<file path="config.mk">
export PLATFORM = sky130hd
export DESIGN_NAME = iie_ctrl
export DESIGN_NICKNAME = d
export VERILOG_FILES = /design/src/design/iie_pkg.sv /design/src/design/iie_ctrl.sv
export SDC_FILE = /design/constraint.sdc
export NUM_CORES = 1
export LEC_CHECK = 0
export BUFFER_PORTS_ARGS = -buffer_cell sky130_fd_sc_hd__clkbuf_2
export CAP_MARGIN = 20
export CORE_AREA = 10 10 47 49
export CTS_BUF_LIST = sky130_fd_sc_hd__clkbuf_4 sky130_fd_sc_hd__clkbuf_8
export CTS_CLUSTER_DIAMETER = 40
export DETAILED_ROUTE_END_ITERATION = 10
export DIE_AREA = 0 0 57 59
export PLACE_DENSITY_LB_ADDON = 0.05
export SYNTH_ARGS = -nofsm -noshare
export SYNTH_HDL_FRONTEND = slang
export SYNTH_SLANG_ARGS = --single-unit
export TNS_END_PERCENT = 20
</file>
<file path="constraint.sdc">
create_clock -name clk -period 2.6 [get_ports clk]
set_input_delay 0.13 -clock clk [delete_from_list [all_inputs] [get_ports clk]]
set_output_delay 0.13 -clock clk [all_outputs]
set_load 0.005 [all_outputs]
</file>
<file path="src/design/iie_pkg.sv">
`timescale 1ns / 1ps

package iie_pkg;

    localparam int DEF_NUM_REGS  = 256;
    localparam int DEF_MEM_BYTES = 65536;

    localparam logic [5:0] OP_NOP     = 6'd0;
    localparam logic [5:0] OP_ADD     = 6'd1;
    localparam logic [5:0] OP_SUB     = 6'd2;
    localparam logic [5:0] OP_MULT    = 6'd3;
    localparam logic [5:0] OP_DIV     = 6'd4;
    localparam logic [5:0] OP_ADDI    = 6'd5;
    localparam logic [5:0] OP_SUBI    = 6'd6;
    localparam logic [5:0] OP_RSUBI   = 6'd7;
    localparam logic [5:0] OP_MULTI   = 6'd8;
    localparam logic [5:0] OP_DIVI    = 6'd9;
    localparam logic [5:0] OP_RDIVI   = 6'd10;
    localparam logic [5:0] OP_AND     = 6'd11;
    localparam logic [5:0] OP_OR      = 6'd12;
    localparam logic [5:0] OP_XOR     = 6'd13;
    localparam logic [5:0] OP_ANDI    = 6'd14;
    localparam logic [5:0] OP_ORI     = 6'd15;
    localparam logic [5:0] OP_XORI    = 6'd16;
    localparam logic [5:0] OP_I2I     = 6'd17;
    localparam logic [5:0] OP_C2C     = 6'd18;
    localparam logic [5:0] OP_I2C     = 6'd19;
    localparam logic [5:0] OP_C2I     = 6'd20;
    localparam logic [5:0] OP_LOAD    = 6'd21;
    localparam logic [5:0] OP_LOADI   = 6'd22;
    localparam logic [5:0] OP_LOADAI  = 6'd23;
    localparam logic [5:0] OP_LOADAO  = 6'd24;
    localparam logic [5:0] OP_LSHIFT  = 6'd25;
    localparam logic [5:0] OP_LSHIFTI = 6'd26;
    localparam logic [5:0] OP_RSHIFT  = 6'd27;
    localparam logic [5:0] OP_RSHIFTI = 6'd28;
    localparam logic [5:0] OP_STOREAI = 6'd29;
    localparam logic [5:0] OP_STORE   = 6'd30;
    localparam logic [5:0] OP_STOREAO = 6'd31;
    localparam logic [5:0] OP_OUTAI   = 6'd32;
    localparam logic [5:0] OP_OUTPUT  = 6'd33;

    localparam logic [1:0] ERR_NONE = 2'd0;
    localparam logic [1:0] ERR_DIV0 = 2'd1;
    localparam logic [1:0] ERR_ADDR = 2'd2;

    // commands from controller to datapath
    typedef struct packed {
        logic load;       // capture request and start register reads
        logic fetch;      // read the third register on the second read port
        logic clr_step;   // write one register and one byte of the clearing pass
        logic decode;     // operands valid: compute, set up division or memory
        logic div_step;   // one quotient bit, or the final signed result
        logic mem_step;   // one step of a memory access: a byte written, or half of a byte read
        logic finish;     // drive the result and commit register write
    } iie_cmd_t;

    typedef struct packed {
        logic clr_done;
        logic is_div;
        logic is_mem;
        logic div_done;
        logic mem_done;
    } iie_status_t;

endpackage

</file>
<file path="src/design/iie_ctrl.sv">
`timescale 1ns / 1ps

module iie_ctrl
    import iie_pkg::*;
(
    input  logic        clk,
    input  logic        rst_n,
    input  logic        start,
    output logic        busy,
    output iie_cmd_t    cmd,
    input  iie_status_t status
);

    localparam logic [2:0] S_CLEAR = 3'd0;
    localparam logic [2:0] S_IDLE  = 3'd1;
    localparam logic [2:0] S_READ  = 3'd2;
    localparam logic [2:0] S_EXEC  = 3'd3;
    localparam logic [2:0] S_DIV   = 3'd4;
    localparam logic [2:0] S_MEM   = 3'd5;
    localparam logic [2:0] S_DONE  = 3'd6;

    logic [2:0] state_reg, state_next;

    always_ff @(posedge clk or negedge rst_n)
    begin
        if (!rst_n)
            state_reg <= S_CLEAR;
        else
            state_reg <= state_next;
    end

    always_comb
    begin
        state_next = state_reg;
        cmd        = '0;
        busy       = 1'b1;
        unique case (state_reg)
            S_CLEAR:
            begin
                cmd.clr_step = 1'b1;
                if (status.clr_done)
                    state_next = S_IDLE;
            end
            S_IDLE:
            begin
                busy = 1'b0;
                if (start)
                begin
                    cmd.load   = 1'b1;
                    state_next = S_READ;
                end
            end
            S_READ:
            begin
                cmd.fetch  = 1'b1;
                state_next = S_EXEC;
            end
            S_EXEC:
            begin
                cmd.decode = 1'b1;
                if (status.is_div)
                    state_next = S_DIV;
                else if (status.is_mem)
                    state_next = S_MEM;
                else
                    state_next = S_DONE;
            end
            S_DIV:
            begin
                cmd.div_step = 1'b1;
                if (status.div_done)
                    state_next = S_DONE;
            end
            S_MEM:
            begin
                cmd.mem_step = 1'b1;
                if (status.mem_done)
                    state_next = S_DONE;
            end
            S_DONE:
            begin
                cmd.finish = 1'b1;
                state_next = S_IDLE;
            end
            default:
                state_next = S_IDLE;
        endcase
    end

endmodule

</file>
==> flow_summary.toml <==
[routing]
vias = 256
vias_per_cell = 4.13
drc_errors = 0
drt_iter0_drc = 3
drt-total-wl_um = 754
first_pass_iters = 3
wl_per_cell_um = 12.2
ant_nets = 0

[final_layout]
drive_gt1_share_pct = 47.8
largest_register_ff_count = 3
fin_area_um2 = 342
final_cells = 62
antenna_cells = 0
area_growth_pct = 53.4
final_nets = 55

[hold_path]
hold_class = "primary input to register"

[clocking]
numCtsBuffers = 3
ctsHoldBuffers = 1
cts.sinks = 3
cts-root-buf = "clkbuf_4"
clk_latency_ns = 0.23
clkTransAtPathRegs_ns = 0.04
cts-resized-gates = 0
cts_tree = "built"
cts_max_path_buffers = 2
post_cts_buffers = 0
cts_max_level = 1

[global_route]
grt_max_degree = 9
antenna_found_initial = 0
grtUsageTotal_pct = 5.58
overflow = 0
grt_pass1_wl_mm = 1.39
grt_pass1_vias = 334

[placed_design]
dp.cells = 57
dp_slack_ns = 1.34
hpwl_um = 600
io_buffers = 15
gp_congestion = 0.734
place_area_um2 = 302

[worst_setup_path]
worst-r2r-cell-count = 3
r2r_end = "state_reg[1]$_DFFE_PN0P_"
path_class = "register to output port"
cp-start-kind = "register"
ff2ff_setup_slack_ns = 1.34
critPathMaxFanout = 8
worstSetupStartpoint = "state_reg[2]$_DFFE_PN0P_"
worstPathCellList = "nand2b_2 -> nor2_1 -> clkbuf_2"
max_stage_delay_ns = 0.46
critPathSlowestCell = "dfrtp_1"
arrival_ns = 1.27
critPathCaptureType = "output port"
crit_end = "cmd[3]"
r2r-start = "state_reg[2]$_DFFE_PN0P_"
required_ns = 2.47

[run]
drv_cap = 0

[logic_synthesis]
synth_top_area_share_pct = 33.7
syn_area_um2 = 223
ys.warnings.count = 0
synth_top_area_cell = "dfrtp_1"
synth_seq_cells = 3
synth_area_per_cell_um2 = 7.95
syn-instance-count = 28
synth_nets = 36
synth_cell_types = 18
synthTopCellsByArea = "dfrtp_1, nor3_1, nor2_1, nand2b_1, buf_6"
synth-seq-area-share_pct = 33.7

[timing]
fin_ws_ns = 1.20
post-route-min-period_ns = 1.40
fin_setup_tns_ns = 0
tightest_slew_ns = 0.267
period_share_pct = 53.9
finalHoldViolCount = 0
slew-limit-headroom_pct = 82.2
skew_ns = 0.00271
rsz0062_at_grt = "false"
drv_slew = 0
setup_violations = 0
fmax_mhz = 713

[floorplanning]
die_area_mm2 = 0.00336
ios = 16
dieWidth_um = 57
core_mm2 = 0.00140
start_util_pct = 15.9
die_h_um = 59
row_count = 14

[pwr]
finalPower_uw = 383
vdd_drop_max_v = 0.000275
p_leak_uw = 0.000183
power.density_mw_per_mm2 = 1120

[status]
outcome = "completed"
## cells by family (layout without fill, tap and decap cells)
kind of cell,after synthesis,count (layout),synth area share (%)
compound gates,3,3,7.86
buf+inv,3,21,8.98
flops,3,3,33.7
mux,1,1,4.49
simple gates,18,18,45.0
## synth_stat cells
cell	count
a21oi_1	1
inv_1	1
and3_2	1
clkbuf_2	1
a211oi_1	1
and3_1	1
dfrtp_1	3
buf_6	1
nor2_1	5
nand2_1	1
and2b_2	1
or3_1	1
o21ai_0	1
nand2b_1	2
nand3b_1	1
nor3_1	4
mux2i_1	1
nand2b_2	1
## placed cells by master (no fill, tap or decap)
| master | synthesis | routed |
|---|---|---|
| dfrtp_1 | 3 | 3 |
| clkbuf_2 | 1 | 15 |
| clkbuf_4 | 0 | 4 |
| nand2b_2 | 1 | 1 |
| or3_1 | 1 | 1 |
| nand2_1 | 1 | 1 |
| and3_1 | 1 | 1 |
| nand3b_1 | 1 | 1 |
| a211oi_1 | 1 | 1 |
| a21oi_1 | 1 | 1 |
| o21ai_0 | 1 | 1 |
| dlygate4sd3_1 | 0 | 1 |
| inv_1 | 1 | 1 |
| mux2i_1 | 1 | 1 |
| nor3_1 | 4 | 4 |
| and2b_2 | 1 | 1 |
| and3_2 | 1 | 1 |
| nor2_1 | 5 | 5 |
| nand2b_1 | 2 | 2 |
## through the flow
stage / utilization, % / hold WS [ns]
3_3_place_gp: 21.5 / -0.0693
6_report: 24.4 / 0.157
2_1_floorplan: - / -0.166
3_5_place_dp: 21.5 / -0.0735
4_1_cts: 24.4 / 0.152
5_1_grt: 24.4 / 0.187
## metal layers
layer / vias up / part of all wire (%) / GRT usage, % / routed length [um]
met5: - / 0 / 0 / 0
met4: 0 / 3.6 / 8.05 / 27
met3: 2 / 7.2 / 2.58 / 54
met2: 9 / 49 / 8.22 / 370
met1: 114 / 40 / 4.76 / 302
li1: 131 / - / - / -
## report_power, final
| group | internal (uW) | switching, uW | leakage (uW) |
|---|---|---|---|
| Combinational | 87.7 | 83.0 | 0.000129 |
| Clock | 67.9 | 24.0 | 0.0000184 |
| Sequential | 70.0 | 50.4 | 0.0000362 |
| Total | 226 | 157 | 0.000183 |
## critical path: cells and delay by family, from the launching register on
| family | cells | cell delay [ns] |
|---|---|---|
| DFF | 1 | 0.46 |
| and+or+nand+nor | 2 | 0.44 |
| buffers and inverters | 1 | 0.15 |
## cell type report
type                       count  area [um^2]
inverter                       1         3.75
multi-input combinational     22          128
tap                           16         20.0
clock buffer                   4         30.0
timing repair buffer          16         85.1
fill                         174         1060
sequential                     3         75.1
## worst min-delay path by stage
| stage | startpoint | cells after the start | slack, ns | endpoint |
|---|---|---|---|---|
| 2_1_floorplan | rst_n | 0 | -0.17 | state_reg[0]$_DFFE_PN0P_ |
| 6_report | status[2] | 3 | 0.16 | state_reg[0]$_DFFE_PN0P_ |
| 3_5_place_dp | rst_n | 1 | -0.07 | state_reg[1]$_DFFE_PN0P_ |
| 3_3_place_gp | rst_n | 1 | -0.07 | state_reg[0]$_DFFE_PN0P_ |
| 5_1_grt | status[2] | 3 | 0.19 | state_reg[0]$_DFFE_PN0P_ |
| 4_1_cts | status[2] | 3 | 0.15 | state_reg[0]$_DFFE_PN0P_ |
No activity file was read; power rests on OpenSTA's default activity.
